<file path="src/design/fhc_pkg.sv">
// Shared types and constants for the half/single format converter.
// Used by the decode, shift and pack stages and by the top level.
`timescale 1ns / 1ps
`default_nettype none

package fhc_pkg;

    // Direction selector carried on tuser
    typedef enum logic {
        CMD_S2H = 1'b0,   // single to half
        CMD_H2S = 1'b1    // half to single
    } t_cmd;

    // How the fraction field of the result is formed
    typedef enum logic [1:0] {
        FRAC_ZERO  = 2'd0,   // zero, infinity
        FRAC_ONES  = 2'd1,   // NaN: all mantissa bits set
        FRAC_SHIFT = 2'd2,   // denormalize (to half) or normalize (to single)
        FRAC_COPY  = 2'd3    // plain truncation / widening
    } t_frac_sel;

    localparam int SGL_MANT_W  = 23;
    localparam int HALF_MANT_W = 10;
    localparam int SGL_EXP_W   = 8;
    localparam int HALF_EXP_W  = 5;
    localparam int SHAMT_W     = 4;
    localparam int MANT_W      = SGL_MANT_W + 1;

    localparam logic [SGL_EXP_W-1:0]  SGL_EXP_ALL    = 8'hFF;
    localparam logic [HALF_EXP_W-1:0] HALF_EXP_ALL   = 5'h1F;
    // Bias difference 127 - 15, i.e. 0x38000000 >> 23
    localparam logic [SGL_EXP_W-1:0]  BIAS_GAP       = 8'd112;
    // First single exponent that overflows a half, 0x47800000 >> 23
    localparam logic [SGL_EXP_W-1:0]  S2H_OVF_EXP    = 8'd143;
    // Last single exponent that flushes to a signed zero
    localparam logic [SGL_EXP_W-1:0]  S2H_FLUSH_EXP  = 8'd102;
    // Single exponent of a half denormal whose leading one is bit 0
    localparam logic [SGL_EXP_W-1:0]  H2S_DENORM_EXP = 8'd103;
    localparam logic [SHAMT_W-1:0]    H2S_NORM_SPAN  = 4'd10;

    // Stage 1 -> stage 2
    typedef struct packed {
        t_cmd                   cmd;
        logic                   sign;
        logic [SGL_EXP_W-1:0]   expo;      // final exponent field
        t_frac_sel              frac_sel;
        logic [SHAMT_W-1:0]     shamt;
        logic [MANT_W-1:0]      mant;      // {1, mant23} or zero-extended half mantissa
    } t_dec;

    // Stage 2 -> stage 3
    typedef struct packed {
        t_cmd                   cmd;
        logic                   sign;
        logic [SGL_EXP_W-1:0]   expo;
        logic [SGL_MANT_W-1:0]  frac;      // half fraction sits in the low bits
    } t_fld;

endpackage

`default_nettype wire

</file>
<file path="src/design/fhc_decode.sv">
// Stage 1: classifies the operand and settles exponent, fraction source and shift.
// Depends on fhc_pkg.
`timescale 1ns / 1ps
`default_nettype none

module fhc_decode
    import fhc_pkg::*;
(
    input  wire logic        i_clk,
    input  wire logic        i_rst_n,
    input  wire logic        i_valid,
    output logic             o_ready,
    input  wire logic        i_cmd,
    input  wire logic [31:0] i_operand,
    output logic             o_valid,
    input  wire logic        i_ready,
    output t_dec             o_dec
);

    logic                   r_valid;
    t_dec                   r_dec;
    t_dec                   n_dec;
    logic [SGL_EXP_W-1:0]   v_diff;
    logic [SHAMT_W-1:0]     v_lead;
    logic [SGL_EXP_W-1:0]   s_exp;
    logic [SGL_MANT_W-1:0]  s_mant;
    logic [HALF_EXP_W-1:0]  h_exp;
    logic [HALF_MANT_W-1:0] h_mant;

    assign o_ready = !r_valid || i_ready;
    assign o_valid = r_valid;
    assign o_dec   = r_dec;

    assign s_exp  = i_operand[30:23];
    assign s_mant = i_operand[22:0];
    assign h_exp  = i_operand[14:10];
    assign h_mant = i_operand[9:0];
    assign v_diff = BIAS_GAP - s_exp;

    // Leading-one position of the half mantissa
    always_comb begin
        v_lead = '0;
        for (int i = 0; i < HALF_MANT_W; i++) begin
            if (h_mant[i]) begin
                v_lead = SHAMT_W'(i);
            end
        end
    end

    // Classification
    always_comb begin
        n_dec          = '0;
        n_dec.cmd      = t_cmd'(i_cmd);
        n_dec.frac_sel = FRAC_ZERO;
        if (t_cmd'(i_cmd) == CMD_S2H) begin
            n_dec.sign = i_operand[31];
            n_dec.mant = {1'b1, s_mant};
            if (s_exp >= S2H_OVF_EXP) begin
                // overflow to infinity, NaN keeps all ones
                n_dec.expo     = {3'b000, HALF_EXP_ALL};
                n_dec.frac_sel = (s_exp == SGL_EXP_ALL && s_mant != '0) ? FRAC_ONES : FRAC_ZERO;
            end else if (s_exp <= S2H_FLUSH_EXP) begin
                n_dec.frac_sel = FRAC_ZERO;
            end else if (s_exp <= BIAS_GAP) begin
                // half denormal, implicit one kept
                n_dec.frac_sel = FRAC_SHIFT;
                n_dec.shamt    = v_diff[SHAMT_W-1:0];
            end else begin
                n_dec.expo     = s_exp - BIAS_GAP;
                n_dec.frac_sel = FRAC_COPY;
            end
        end else begin
            n_dec.sign = i_operand[15];
            n_dec.mant = {{(MANT_W-HALF_MANT_W){1'b0}}, h_mant};
            if (h_exp == HALF_EXP_ALL) begin
                n_dec.expo     = SGL_EXP_ALL;
                n_dec.frac_sel = (h_mant != '0) ? FRAC_ONES : FRAC_ZERO;
            end else if (h_exp == '0) begin
                if (h_mant != '0) begin
                    // normalize: shift the leading one out past the top bit
                    n_dec.frac_sel = FRAC_SHIFT;
                    n_dec.shamt    = H2S_NORM_SPAN - v_lead;
                    n_dec.expo     = H2S_DENORM_EXP + {{(SGL_EXP_W-SHAMT_W){1'b0}}, v_lead};
                end
            end else begin
                n_dec.expo     = {{(SGL_EXP_W-HALF_EXP_W){1'b0}}, h_exp} + BIAS_GAP;
                n_dec.frac_sel = FRAC_COPY;
            end
        end
    end

    // Stage register
    always_ff @(posedge i_clk) begin
        if (!i_rst_n) begin
            r_valid <= 1'b0;
        end else if (o_ready) begin
            r_valid <= i_valid;
        end
    end

    always_ff @(posedge i_clk) begin
        if (i_valid && o_ready) begin
            r_dec <= n_dec;
        end
    end

    // Shift ranges the next stage relies on
    a_s2h_shamt: assert property (@(posedge i_clk) disable iff (!i_rst_n)
        r_valid && r_dec.cmd == CMD_S2H && r_dec.frac_sel == FRAC_SHIFT
        |-> r_dec.shamt <= 4'd9)
        else $error("single-to-half denormal shift out of range");

    a_h2s_shamt: assert property (@(posedge i_clk) disable iff (!i_rst_n)
        r_valid && r_dec.cmd == CMD_H2S && r_dec.frac_sel == FRAC_SHIFT
        |-> r_dec.shamt >= 4'd1 && r_dec.shamt <= H2S_NORM_SPAN)
        else $error("half-to-single normalize shift out of range");

endmodule

`default_nettype wire

</file>
<file path="src/design/fhc_shift.sv">
// Stage 2: forms the fraction field, with the denormalize or normalize shift.
// Depends on fhc_pkg.
`timescale 1ns / 1ps
`default_nettype none

module fhc_shift
    import fhc_pkg::*;
(
    input  wire logic i_clk,
    input  wire logic i_rst_n,
    input  wire logic i_valid,
    output logic      o_ready,
    input  wire t_dec i_dec,
    output logic      o_valid,
    input  wire logic i_ready,
    output t_fld      o_fld
);

    logic                   r_valid;
    t_fld                   r_fld;
    t_fld                   n_fld;
    logic [HALF_MANT_W-1:0] v_right;
    logic [HALF_MANT_W-1:0] v_left;

    assign o_ready = !r_valid || i_ready;
    assign o_valid = r_valid;
    assign o_fld   = r_fld;

    // Right shift past the 14 dropped bits, or left shift of the half mantissa
    assign v_right = i_dec.mant[MANT_W-1 -: HALF_MANT_W] >> i_dec.shamt;
    assign v_left  = i_dec.mant[HALF_MANT_W-1:0] << i_dec.shamt;

    // Fraction select
    always_comb begin
        n_fld.cmd  = i_dec.cmd;
        n_fld.sign = i_dec.sign;
        n_fld.expo = i_dec.expo;
        n_fld.frac = '0;
        if (i_dec.cmd == CMD_S2H) begin
            case (i_dec.frac_sel)
                FRAC_ONES:  n_fld.frac = {{(SGL_MANT_W-HALF_MANT_W){1'b0}}, {HALF_MANT_W{1'b1}}};
                FRAC_SHIFT: n_fld.frac = {{(SGL_MANT_W-HALF_MANT_W){1'b0}}, v_right};
                FRAC_COPY:  n_fld.frac = {{(SGL_MANT_W-HALF_MANT_W){1'b0}},
                                          i_dec.mant[SGL_MANT_W-1 -: HALF_MANT_W]};
                default:    n_fld.frac = '0;
            endcase
        end else begin
            case (i_dec.frac_sel)
                FRAC_ONES:  n_fld.frac = {SGL_MANT_W{1'b1}};
                FRAC_SHIFT: n_fld.frac = {v_left, {(SGL_MANT_W-HALF_MANT_W){1'b0}}};
                FRAC_COPY:  n_fld.frac = {i_dec.mant[HALF_MANT_W-1:0],
                                          {(SGL_MANT_W-HALF_MANT_W){1'b0}}};
                default:    n_fld.frac = '0;
            endcase
        end
    end

    // Stage register
    always_ff @(posedge i_clk) begin
        if (!i_rst_n) begin
            r_valid <= 1'b0;
        end else if (o_ready) begin
            r_valid <= i_valid;
        end
    end

    always_ff @(posedge i_clk) begin
        if (i_valid && o_ready) begin
            r_fld <= n_fld;
        end
    end

endmodule

`default_nettype wire

</file>
<file path="src/design/fhc_pack.sv">
// Stage 3: packs sign, exponent and fraction into the output word; output register.
// Depends on fhc_pkg.
`timescale 1ns / 1ps
`default_nettype none

module fhc_pack
    import fhc_pkg::*;
(
    input  wire logic  i_clk,
    input  wire logic  i_rst_n,
    input  wire logic  i_valid,
    output logic       o_ready,
    input  wire t_fld  i_fld,
    output logic       o_valid,
    input  wire logic  i_ready,
    output logic [31:0] o_data
);

    logic        r_valid;
    logic        r_half;
    logic [31:0] r_data;
    logic [31:0] n_data;

    assign o_ready = !r_valid || i_ready;
    assign o_valid = r_valid;
    assign o_data  = r_data;

    // Word assembly
    always_comb begin
        if (i_fld.cmd == CMD_S2H) begin
            n_data = {16'h0000, i_fld.sign, i_fld.expo[HALF_EXP_W-1:0],
                      i_fld.frac[HALF_MANT_W-1:0]};
        end else begin
            n_data = {i_fld.sign, i_fld.expo, i_fld.frac};
        end
    end

    // Output register
    always_ff @(posedge i_clk) begin
        if (!i_rst_n) begin
            r_valid <= 1'b0;
        end else if (o_ready) begin
            r_valid <= i_valid;
        end
    end

    always_ff @(posedge i_clk) begin
        if (i_valid && o_ready) begin
            r_data <= n_data;
            r_half <= (i_fld.cmd == CMD_S2H);
        end
    end

    // A half result never carries bits above 15
    a_half_upper: assert property (@(posedge i_clk) disable iff (!i_rst_n)
        r_valid && r_half |-> r_data[31:16] == 16'h0000)
        else $error("half result has upper bits set");

endmodule

`default_nettype wire

</file>
<file path="src/design/float_half_format_converter.sv">
// Half/single float format converter, top level: three-stage pipeline.
// Depends on fhc_pkg, fhc_decode, fhc_shift and fhc_pack.
//
// Usage:
//   Slave channel: tdata holds the operand (single bits, or half bits in
//   [15:0] with [31:16] ignored); tuser selects the direction, 0 converts
//   single to half, 1 converts half to single. A request is taken when
//   tvalid and tready are both high.
//   Master channel: tdata holds the result (half bits zero-extended, or
//   single bits). Conversion truncates; overflow gives infinity, NaN gives
//   an all-ones mantissa, tiny values give half denormals or signed zero.
// Path: an accepted request passes the decode, shift and pack registers in
//   order to tvalid on the master side; decode loads at the accepting edge.
// Throughput: one request per cycle; each stage advances whenever its
//   successor is empty or moving.
// Reset: synchronous, active low; clears every stage valid bit, so the
//   pipeline comes up empty and ready.
// Stall: while the master side holds tready low the result is held;
//   up to three requests stay in flight, then the slave tready drops.
`timescale 1ns / 1ps
`default_nettype none

module float_half_format_converter
    import fhc_pkg::*;
(
    input  wire logic        i_clk,
    input  wire logic        i_rst_n,
    input  wire logic        i_s_axis_tvalid,
    output logic             o_s_axis_tready,
    input  wire logic [31:0] i_s_axis_tdata,   // [31:0] operand_bits
    input  wire logic        i_s_axis_tuser,   // [0] cmd
    output logic             o_m_axis_tvalid,
    input  wire logic        i_m_axis_tready,
    output logic [31:0]      o_m_axis_tdata    // [31:0] converted_bits
);

    logic dec_valid;
    logic dec_ready;
    t_dec dec_bus;
    logic fld_valid;
    logic fld_ready;
    t_fld fld_bus;

    // Stage 1: classify
    fhc_decode u_decode (
        .i_clk     (i_clk),
        .i_rst_n   (i_rst_n),
        .i_valid   (i_s_axis_tvalid),
        .o_ready   (o_s_axis_tready),
        .i_cmd     (i_s_axis_tuser),
        .i_operand (i_s_axis_tdata),
        .o_valid   (dec_valid),
        .i_ready   (dec_ready),
        .o_dec     (dec_bus)
    );

    // Stage 2: fraction shift
    fhc_shift u_shift (
        .i_clk   (i_clk),
        .i_rst_n (i_rst_n),
        .i_valid (dec_valid),
        .o_ready (dec_ready),
        .i_dec   (dec_bus),
        .o_valid (fld_valid),
        .i_ready (fld_ready),
        .o_fld   (fld_bus)
    );

    // Stage 3: pack and hold for the receiver
    fhc_pack u_pack (
        .i_clk   (i_clk),
        .i_rst_n (i_rst_n),
        .i_valid (fld_valid),
        .o_ready (fld_ready),
        .i_fld   (fld_bus),
        .o_valid (o_m_axis_tvalid),
        .i_ready (i_m_axis_tready),
        .o_data  (o_m_axis_tdata)
    );

    // An empty output stage lets the whole pipeline move
    a_ready_chain: assert property (@(posedge i_clk) disable iff (!i_rst_n)
        !o_m_axis_tvalid |-> o_s_axis_tready)
        else $error("input stalled with an empty output stage");

    // An accepted request keeps the pipeline non-empty
    a_no_loss: assert property (@(posedge i_clk) disable iff (!i_rst_n)
        i_s_axis_tvalid && o_s_axis_tready |=> dec_valid || fld_valid || o_m_axis_tvalid)
        else $error("accepted request vanished");

endmodule

`default_nettype wire

</file>
<file path="config.mk">
export PLATFORM = sky130hd
export DESIGN_NAME = float_half_format_converter
export DESIGN_NICKNAME = d
export VERILOG_FILES = /design/src/design/fhc_pkg.sv /design/src/design/fhc_decode.sv /design/src/design/fhc_shift.sv /design/src/design/fhc_pack.sv /design/src/design/float_half_format_converter.sv
export SDC_FILE = /design/constraint.sdc
export NUM_CORES = 1
export LEC_CHECK = 0
export BUFFER_PORTS_ARGS = -buffer_cell sky130_fd_sc_hd__buf_4
export CAP_MARGIN = 40
export CELL_PAD_IN_SITES_DETAIL_PLACEMENT = 0
export CELL_PAD_IN_SITES_GLOBAL_PLACEMENT = 1
export CORE_ASPECT_RATIO = 0.8
export CORE_MARGIN = 1.5
export CORE_UTILIZATION = 50
export CTS_CLUSTER_DIAMETER = 30
export DETAILED_ROUTE_END_ITERATION = 8
export GPL_ROUTABILITY_DRIVEN = 0
export GPL_TIMING_DRIVEN = 0
export PLACE_DENSITY_LB_ADDON = 0.1
export SETUP_SLACK_MARGIN = 0.2
export SLEW_MARGIN = 20
export SYNTH_ARGS = -nofsm -noshare
export SYNTH_HDL_FRONTEND = slang
export SYNTH_HIERARCHICAL = 1
export SYNTH_SLANG_ARGS = --single-unit
</file>
<file path="constraint.sdc">
create_clock -name i_clk -period 4.7 [get_ports i_clk]
set_input_delay 0.94 -clock i_clk [delete_from_list [all_inputs] [get_ports i_clk]]
set_output_delay 0.94 -clock i_clk [all_outputs]
set_load 0.05 [all_outputs]
</file>
## Yosys cells after proc, flatten, opt, wreduce, memory -nomap -nowiden

Cells that the tools add are included.

- Register bits after elaboration: 108
- Word-level logic and storage cells: 73

- Mux-type cells: 29
- Add/subtract/negate cells: 5
- Magnitude comparators: 3
- Shift operators: 2
- Reduce and logical (&&, ||, !) cells: 13
- Eq/ne operators: 5

Operator list:

| cell | number |
|---|---|
| case mux 23 bit (3 select lines) | 1 |
| 2-to-1 mux 39 bit | 1 |
| 2-to-1 mux 10 bit | 3 |
| case mux 10 bit (3 select lines) | 1 |
| 2-to-1 mux 4 bit | 7 |
| 2-to-1 mux 23 bit | 1 |
| nonzero test 23 bit | 1 |
| less-or-equal comparator 8 x 7 -> 1 bit, second input constant | 2 |
| 2-to-1 mux 16 bit | 1 |
| 2-to-1 mux 8 bit | 2 |
| 2-to-1 mux 14 bit | 1 |
| 2-to-1 mux 3 bit | 4 |
| nonzero test 10 bit | 1 |
| left shift 10 x 4 -> 10 bit | 1 |
| >> shifter 10 x 4 -> 10 bit | 1 |
| adder 5 x 7 -> 8 bit, second input constant | 1 |
| adder 7 x 4 -> 8 bit, first input constant | 1 |
| equality test 8 bit, second input constant | 1 |
| >= comparator 8 bit, second input constant | 1 |
| subtractor 8 x 7 -> 8 bit, second input constant | 1 |
| 2-to-1 mux 2 bit | 3 |
| equality test 5 bit, second input constant | 1 |
| logical NOT 5 bit | 1 |
| equality test 2 bit, second input constant | 2 |
| 7 further kinds | 17 |

## Depth between registers and ports, before layout

Gate-level depths: netlist of run 1.

- Depth after elaboration: 14
- Gate-level depth with buffers: 7
- Depth with buffers taken out: 7

## Modules after synthesis

The synthesis of run 1 kept the hierarchy.

Modules (own cells, without submodules):

| module | instances | cells each | area an instance (um^2) |
|---|---|---|---|
| fhc_decode | 1 | 168 | 2,060.7 |
| fhc_shift | 1 | 192 | 2,025.7 |
| fhc_pack | 1 | 61 | 1,211.2 |

## Worst setup path before layout of run 1

No wires, ideal clock.

- Kind: in2reg
- From: in i_m_axis_tready
- To: reg u_decode.r_dec (netlist bit u_decode/o_dec[0]) (enable)
- Setup slack: 1,609 ps
- Library setup time: 401 ps
- Cell stages on the path: 4
- Data required time: 4,299 ps
- Arrival time: 2,690 ps
- Buffers on the path: 0
- Path through: nand2b_1 -> nand2b_1 -> nand2b_1 -> and2_1

- Longest elaborated chain between the ends: 4

Ends and longest elaborated chain:

| element | line | text |
|---|---|---|
| from (decl) | float_half_format_converter.sv:33 | `input wire logic i_m_axis_tready,` |
| logical OR 1 bit | fhc_pack.sv:24 | `assign o_ready = !r_valid \|\| i_ready;` |
| logical OR 1 bit | fhc_shift.sv:25 | `assign o_ready = !r_valid \|\| i_ready;` |
| named net dec_ready | float_half_format_converter.sv:38 | `logic dec_ready;` |
| logical OR 1 bit | fhc_decode.sv:30 | `assign o_ready = !r_valid \|\| i_ready;` |
| named net o_s_axis_tready | float_half_format_converter.sv:29 | `output logic o_s_axis_tready,` |
| logical AND 1 bit | fhc_decode.sv:102 | `if (i_valid && o_ready) begin` |
| to (signal assigned) | fhc_decode.sv:103 | `r_dec <= n_dec;` |
| to (decl) | fhc_decode.sv:21 | `t_dec r_dec;` |

The timed path passes the listed nets, and every way through them passes these cells.
A chain may end at the register's enable or synchronous reset.

## Worst setup path in the final report of run 1

- From: in i_m_axis_tready
- To: out o_s_axis_tready

- Longest elaborated chain between the ends: 3

Ends and longest elaborated chain:

| element | line | text |
|---|---|---|
| logical OR 1 bit | fhc_pack.sv:24 |  |
| named net fld_ready | float_half_format_converter.sv:41 | `logic fld_ready;` |
| logical OR 1 bit | fhc_shift.sv:25 |  |
| named net dec_ready | float_half_format_converter.sv:38 |  |
| logical OR 1 bit | fhc_decode.sv:30 |  |
| to (decl) | float_half_format_converter.sv:29 |  |

The timed path passes the listed nets, and every way through them passes these cells.

==> results of run 1 <==
metal layers:
metal	share of wire, %	up-vias
met4	0.68	0
met1	49	1655
met5	0	-
met2	43	133
li1	-	1733
met3	7.1	6
area by class of cell:
class                      count  area share (%)
inverter                      21            1.28
tap                          140            2.84
clock inverter                 6           0.709
timing repair buffer          69            8.59
multi-input combinational    267            31.4
sequential                   103            49.6
buffer                        24            1.86
clock buffer                  10            3.71
registers in the layout, indices dropped and copies added (netlist names):
| register | flops |
|---|---|
| u_pack/o_data | 32 |
| u_shift/o_valid | 1 |
| u_shift/o_fld | 31 |
| u_decode/o_valid | 1 |
| u_pack/o_valid | 1 |
| u_decode/o_dec | 37 |
path summary, 6_finish.rpt:
path / start / endpoint / slack [ns] / cells after the start
setup reg to reg: u_decode/o_dec[26] / u_shift/o_fld[21] / 2.73 / 5
hold reg to reg: u_shift/o_fld[6] / u_pack/o_data[6] / 0.42 / 0
hold / removal: u_shift/o_fld[6] / u_pack/o_data[6] / 0.42 / 0
setup / recovery: i_m_axis_tready / o_s_axis_tready / 2.02 / 5
power breakdown:
part	leakage [nW]	switching, mW	internal (mW)
combinational	1.16	0.153	0.102
clock	0.139	0.314	0.364
sequential	0.981	0.0230	1.06
metrics by stage:
step	power, mW	std cells	instance area (um2)
finish	2.02	640	6170
global route	2.10	640	6170
CTS	2.03	640	6170
detailed placement	1.36	624	5900
global placement	1.35	623	5880
floorplan	1.26	415	5190
==> metrics.csv, run 1 <==
metric,value,unit
run status,"complete, no violations",
pin count of the biggest net entering global routing,33,
post-CTS sizing,0,
H-tree depth,3,
DRT iter0 DRCs,283,
FF/Latch Area,3060,um2
grt peak-use layer,met1,
power density over cell area,327,nW/um2
CTS tree,built,
Max clock buf depth,2,
Fin. Hold Viols,0,
critical path's largest stage delay,0.20,ns
vias in the first global route,3170,
Lkg Pwr,2.28,nW
met2 Resource Use GR,29.3,%
"CP delay by family, top",simple AND/OR/NAND/NOR gates,
CP dominant cell by count,nand2b_1,
hold_buf cts,0,
final core utilization,60.8,%
Worst-Skew Late Latency,0.35,ns
Setup CP Type,in2out,
critical path cell sequence,buf_4 -> nand2b_1 -> nand2b_1 -> nand2b_1 -> buf_4,
initial core utilization,51.1,%
worst min path class,reg2reg,
"Req. time, crit path",3.76,ns
IO Port Bufs,68,
Wirelength per Cell,16.0,um
final setup violation count,0,
TritonCTS Buffers,9,
Die Span X,117,um
antenna cell count,0,
# Max-Cap Violations,0,
Place WS,1.98,ns
M3 GR Usage,5.68,%
slowest CP cell,buf_4,
area grow syn2layout,18.9,%
hold_ws,0.418,ns
GRT overflow,0,
vias per cell,5.51,
crit path max fanout,3,
crit start category,input pin,
shortest period the worst path allows,2.68,ns
first-pass GRT wire length,16.4,mm
final wirelength,10.2,mm
syn_area_per_cell,12.5,um2
RSZ-0062 raised after global routing,no,
CTS root buf,clkbuf_16,
Tightest Pin Transition,0.779,ns
max_slew headroom,47.6,%
fill count,839,
most frequent cells in the layout,"100 x edfxtp_1, 71 x buf_4, 29 x o21ai_0",
CORE AREA,10200,um2
"commonest non-fill, non-tap cell in the layout",edfxtp_1,
Post-Syn Instances,415,
Max Slew Vio Count,0,
Final Cycle Share,57.1,%
share of cells above drive strength 1,26.8,%
NumNets Final,538,
clk slew on worst S/H paths,0.06,ns
VDD IR max,0.000312,V
Multi-input gate area,1940,um2
via count,3527,
clock skew,0.0109,ns
GRT Total Usage,20.0,%
dpl hpwl,7.68,mm
antenna violations before repair,0,
Critical Path Sink Type,output pin,
met1 usage,29.6,%
Routed Antenna Nets,0,
DRC violations left,0,
final worst slack,2.02,ns
Critical path buffers and inverters,2,
setup_tns,0,ns
Sink Count,103,
Setup Buffers After CTS,0,
Worst Path Arrival,1.74,ns
Site Rows,33,
Syn Nets,458,
Chip Height,94.1,um
drt first pass iters,5,
Post-Syn Area,5190,um2
IO Count,71,
max frequency,373,MHz
Die ar.,11000,um2
total of warnings raised by yosys,6,
(Power assumes the default switching activity.)
==> run 2: changes to the inputs <==
CORE_UTILIZATION = 47   (was 50)
clock period = 2.6 ns   (was 4.7 ns; I/O delays follow)
==> metrics.csv, run 2 (synthesis gave the netlist of run 1 again) <==
metric,value,unit,change
clock skew,0.00973,ns,-0.00115 ns
Routed Antenna Nets,0,,unchanged
worst min path class,in2reg,,
Setup CP Type,reg2reg,,
max reg flops,37,,unchanged
min-delay src,i_s_axis_tuser,,
H-tree depth,3,,unchanged
sequential share of power,53.2,%,-0.6 points
area grow syn2layout,19.2,%,
Tightest Pin Transition,0.783,ns,+0.00361 ns
Critical Path Sink Type,register,,
RR Endpoint,u_shift/o_fld[21],,
slowest CP cell,clkbuf_1,,
clock network fraction of total power,34.3,%,+0.7 points
DRC violations left,0,,unchanged
antenna violations before repair,0,,unchanged
IO Port Bufs,68,,unchanged
VDD IR max,0.000352,V,+13%
Die ar.,11700,um2,+6.2%
Max clock buf depth,2,,unchanged
# Max-Cap Violations,0,,unchanged
R2R Path Start,u_decode/o_dec[26],,
clk slew on worst S/H paths,0.07,ns,about the same
vias per cell,5.48,,-0.59%
first-pass GRT wire length,16.9,mm,+2.7%
Hold Crit Depth,1,,+1
final setup violation count,0,,unchanged
Setup Buffers After CTS,0,,unchanged
initial core utilization,48.0,%,-3.1 points
via count,3528,,+0.028%
critical path's largest stage delay,0.37,ns,+0.17 ns
hold_buf cts,0,,unchanged
fill count,925,,+10%
post-CTS sizing,0,,unchanged
vias in the first global route,3225,,+1.7%
Wirelength per Cell,16.1,um,+0.81%
TritonCTS Buffers,9,,unchanged
setup_tns,0,ns,unchanged
"commonest non-fill, non-tap cell in the layout",edfxtp_1,,
"Req. time, crit path",2.74,ns,-1.02 ns
DRT iter0 DRCs,359,,+27%
placed insts,627,,+0.48%
antenna cell count,0,,unchanged
GRT Total Usage,18.6,%,-1.4 points
final wirelength,10.4,mm,+1.4%
share of cells above drive strength 1,26.8,%,unchanged
Pwr Total,3.68,mW,+83%
Lkg Pwr,2.28,nW,about the same
dpl hpwl,7.77,mm,+1.2%
final core utilization,57.3,%,-3.5 points
RSZ-0062 raised after global routing,no,,
Place WS,0.349,ns,-1.63 ns
Final Cycle Share,75.1,%,
Max Slew Vio Count,0,,unchanged
power density over cell area,595,nW/um2,+82%
Chip Height,97,um,+3.0%
pin count of the biggest net entering global routing,38,,+15%
drt first pass iters,5,,unchanged
Hold EP,u_decode/o_dec[39],,
CTS tree,built,,
NumNets Final,538,,unchanged
max frequency,512,MHz,
R2R setup slack,0.65,ns,-2.08 ns
cells on worst reg2reg path,5,,unchanged
CORE AREA,10800,um2,+6.4%
max_slew headroom,47.3,%,-0.24 points
Net Sw Power,919,uW,+88%
crit start category,register,,
run status,"complete, no violations",,
CTS root buf,clkbuf_16,,
GRT overflow,0,,unchanged
Worst Path Arrival,2.09,ns,+0.35 ns
critical path cell sequence,clkbuf_1 -> nor2_1 -> a22o_1 -> a221o_1 -> o21ai_0,,
Switching Fraction,25.0,%,+0.70 points
final worst slack,0.647,ns,-1.37 ns
internal power,2.76,mW,+81%
Die Span X,121,um,+3.1%
crit path max fanout,10,,+7
Fin. Hold Viols,0,,unchanged
most frequent cells in the layout,"100 x edfxtp_1, 71 x buf_4, 29 x o21ai_0",,
IO Count,71,,unchanged
Finished Layout Cells,644,,+0.63%
Worst-Skew Late Latency,0.34,ns,about the same
Comb power frac,12.5,%,about the same
Sink Count,103,,unchanged
Site Rows,34,,+3.0%
shortest period the worst path allows,1.95,ns,
run 2: worst max-delay path by stage:
stage / startpoint / to / slack [ns] / cells past startpoint
finish: u_decode/o_dec[26] / u_shift/o_fld[21] / 0.65 / 5
detailed placement: i_s_axis_tdata[5] / u_decode/o_dec[31] / 0.35 / 6
CTS: u_decode/o_dec[26] / u_shift/o_fld[21] / 0.68 / 5
floorplan: i_m_axis_tready / u_decode/o_dec[0] / 0.37 / 4
global placement: i_s_axis_tdata[5] / u_decode/o_dec[31] / 0.32 / 6
global route: u_decode/o_dec[26] / u_shift/o_fld[21] / 0.54 / 5
run 2: power groups by stage:
stage                     sequential [mW]  clock, mW  combinational [mW]
after CTS                            1.96       1.29               0.455
after detailed placement             2.00          0               0.453
after global routing                 1.97       1.35               0.504
final                                1.96       1.26               0.462
after global placement               2.00          0               0.450
after floorplan                      2.04          0               0.243
run 2: final cells by class:
cell class / instances / area (um2) / area share [%]
sequential: 103 / 3060 / 49.5
multi-input combinational: 267 / 1940 / 31.3
timing repair buffer: 69 / 531 / 8.57
clock buffer: 9 / 225 / 3.64
tap: 144 / 180 / 2.91
buffer: 24 / 115 / 1.86
inverter: 21 / 78.8 / 1.27
clock inverter: 7 / 56.3 / 0.910
run 2: metrics by stage:
step                cell area, um2  hold slack, ns
detailed placement            5890           0.405
CTS                           6170           0.359
global placement              5880           0.402
global route                  6190           0.360
floorplan                     5190           0.400
finish                        6190           0.368
run 2: metal layers:
metal / vias to the layer above / track usage (%) / wire length [um]
met3: 17 / 4.78 / 878
met5: - / 0 / 0
li1: 1731 / - / -
met1: 1606 / 29.0 / 5080
met2: 174 / 25.4 / 4230
met4: 0 / 5.79 / 184
run 2: worst max-delay path: cells and delay by family (launching register included):
kind | cells | cell delay [ns]
buffers and inverters | 1 | 0.37
flip-flops | 1 | 0.35
AO/OA/AOI/OAI | 3 | 0.78
AND/OR/NAND/NOR | 1 | 0.25
==> run 3: changes to the inputs <==
ABC_AREA = 1   (was unset)
CORE_UTILIZATION = 40   (was 47)
clock period = 1.6 ns   (was 2.6 ns; I/O delays follow)
==> metrics.csv, run 3 <==
metric,value,unit,change
hold_ws,0.158,ns,-0.210 ns
RSZ-0062 raised after global routing,yes,,
antenna violations before repair,0,,unchanged
Net Sw Power,1.61,mW,+75%
FF/Latch Area,3070,um2,+0.16%
sequential share of power,51.6,%,-1.6 points
Sink Count,103,,unchanged
CORE AREA,12800,um2,+18%
power density over cell area,878,nW/um2,+48%
share of cells above drive strength 1,37.9,%,+11 points
first-pass GRT wire length,18.7,mm,+11%
Syn Nets,584,,+28%
final wirelength,11.9,mm,+15%
Post-Syn Instances,541,,+30%
Post-Syn Area,5220,um2,+0.46%
"commonest non-fill, non-tap cell in the layout",nand2_1,,
setup_tns,-0.0000449,ns,-0.0000449 ns
total of warnings raised by yosys,6,,unchanged
"Req. time, crit path",1.78,ns,-0.96 ns
area grow syn2layout,35.1,%,
Die Span X,131,um,+8.4%
pin count of the biggest net entering global routing,28,,-26%
area post-placement,6100,um2,+3.6%
met2 Resource Use GR,26.8,%,+1.4 points
antenna cell count,0,,unchanged
Fin. Hold Viols,0,,unchanged
# Max-Cap Violations,0,,unchanged
VDD IR max,0.000603,V,+71%
crit start category,register,,
vias in the first global route,3667,,+14%
M3 GR Usage,6.14,%,+1.4 points
failing checks,negative setup slack,,
max frequency,625,MHz,+22%
Comb power frac,15.7,%,+3.2 points
shortest period the worst path allows,1.60,ns,-0.353 ns
Max Slew Vio Count,0,,unchanged
CTS tree,built,,
run status,"finished, violations left",,
Chip Height,105,um,+8.4%
CTS root buf,clkbuf_16,,
Switching Fraction,26.1,%,+1.1 points
Critical Path Sink Type,register,,
max reg flops,37,,unchanged
crit path max fanout,6,,-4
Site Rows,37,,+8.8%
Final Cycle Share,100,%,+25 points
GRT overflow,0,,unchanged
IO Count,71,,unchanged
Multi-input gate area,2030,um2,+4.8%
GRT Total Usage,18.1,%,-0.50 points
via count,4083,,+16%
H-tree depth,3,,unchanged
met1 usage,24.9,%,-4.1 points
Worst Path Arrival,1.78,ns,-0.31 ns
initial core utilization,40.8,%,-7.2 points
clock skew,0.00710,ns,-0.00263 ns
clock network fraction of total power,32.7,%,-1.6 points
Max clock buf depth,2,,unchanged
drt first pass iters,4,,-1
DRC violations left,0,,unchanged
grt peak-use layer,met2,,
Lkg Pwr,3.10,nW,+36%
final setup violation count,1,,+1
Routed Antenna Nets,0,,unchanged
fill count,1159,,+25%
final worst slack,-0.0000449,ns,-0.647 ns
Tightest Pin Transition,0.401,ns,-0.382 ns
Die ar.,13700,um2,+18%
clk slew on worst S/H paths,0.07,ns,about the same
max_slew headroom,73.0,%,+26 points
dpl hpwl,8.65,mm,+11%
Worst-Skew Late Latency,0.35,ns,about the same
"Design Area, Final",7040,um2,+14%
worst min path class,in2reg,,
IO Port Bufs,70,,+2.9%
DRT iter0 DRCs,226,,-37%
NumNets Final,700,,+30%
syn_area_per_cell,9.64,um2,-23%
vias per cell,4.88,,-11%
Setup CP Type,reg2reg,,
internal power,4.57,mW,+65%
TritonCTS Buffers,9,,unchanged
final core utilization,55.1,%,-2.1 points
Wirelength per Cell,14.2,um,-12%
most frequent cells in the layout,"117 x nand2_1, 100 x edfxtp_1, 92 x buf_4",,
run 3: cell type report:
class | count | area share, %
repair buffers | 104 | 13.2
multi-input cells | 334 | 28.8
well taps | 175 | 3.11
plain buffers | 20 | 2.70
inverters | 85 | 4.65
flip-flops and latches | 103 | 43.6
clock buffers | 9 | 3.20
clock inverters | 7 | 0.782
run 3: worst paths after layout:
path                            from                end  slack, ns  depth (start not counted)
setup reg to reg  u_decode/o_dec[24]  u_shift/o_fld[18]   -0.00004                          7
setup / recovery  u_decode/o_dec[24]  u_shift/o_fld[18]   -0.00004                          7
hold reg to reg   u_decode/o_dec[33]  u_shift/o_fld[26]       0.42                          0
hold / removal     i_s_axis_tdata[4]  u_decode/o_dec[4]       0.16                          1
run 3: critical path, stage by stage, from the launching register on:
cell,delay (ns)
edfxtp_1,0.44
buf_6,0.18
clkbuf_16,0.16
nand2_1,0.08
o21ai_2,0.06
nor2_2,0.19
nand2_1,0.09
a31oi_1,0.22
run 3: power by group through the flow:
stage	logic, mW	clock network, mW	registers, mW
6_report	0.973	2.02	3.19
5_1_grt	1.06	2.20	3.20
4_1_cts	0.874	2.09	3.18
3_5_place_dp	0.789	0	3.24
3_3_place_gp	0.761	0	3.24
2_1_floorplan	0.423	0	3.30
run 3: layer usage:
layer  vias to the layer above  wire length (um)
met1                      1876              5450
met3                        19               878
met5                         -                 0
met4                         0               267
li1                       2039                 -
met2                       149              5300
run 3: repair_timing:
| action | in CTS | in global routing |
|---|---|---|
| pin swaps | 7 | 35 |
| endpoints found under the setup margin | 49 | 54 |
| hold endpoints to repair | 0 | 0 |
| gates resized for setup | 36 | 84 |
| gates cloned | 4 | 2 |
| buffers inserted | 18 | 8 |
| hold buffers | 0 | 0 |
run 3: stage by stage:
stage	power, mW	std cells	worst slack (ns)
2_1_floorplan	3.73	541	-0.0937
3_3_place_gp	4.00	786	-0.365
3_5_place_dp	4.03	789	-0.229
4_1_cts	6.15	827	0.0864
5_1_grt	6.46	837	-0.0959
6_report	6.18	837	-0.0000449
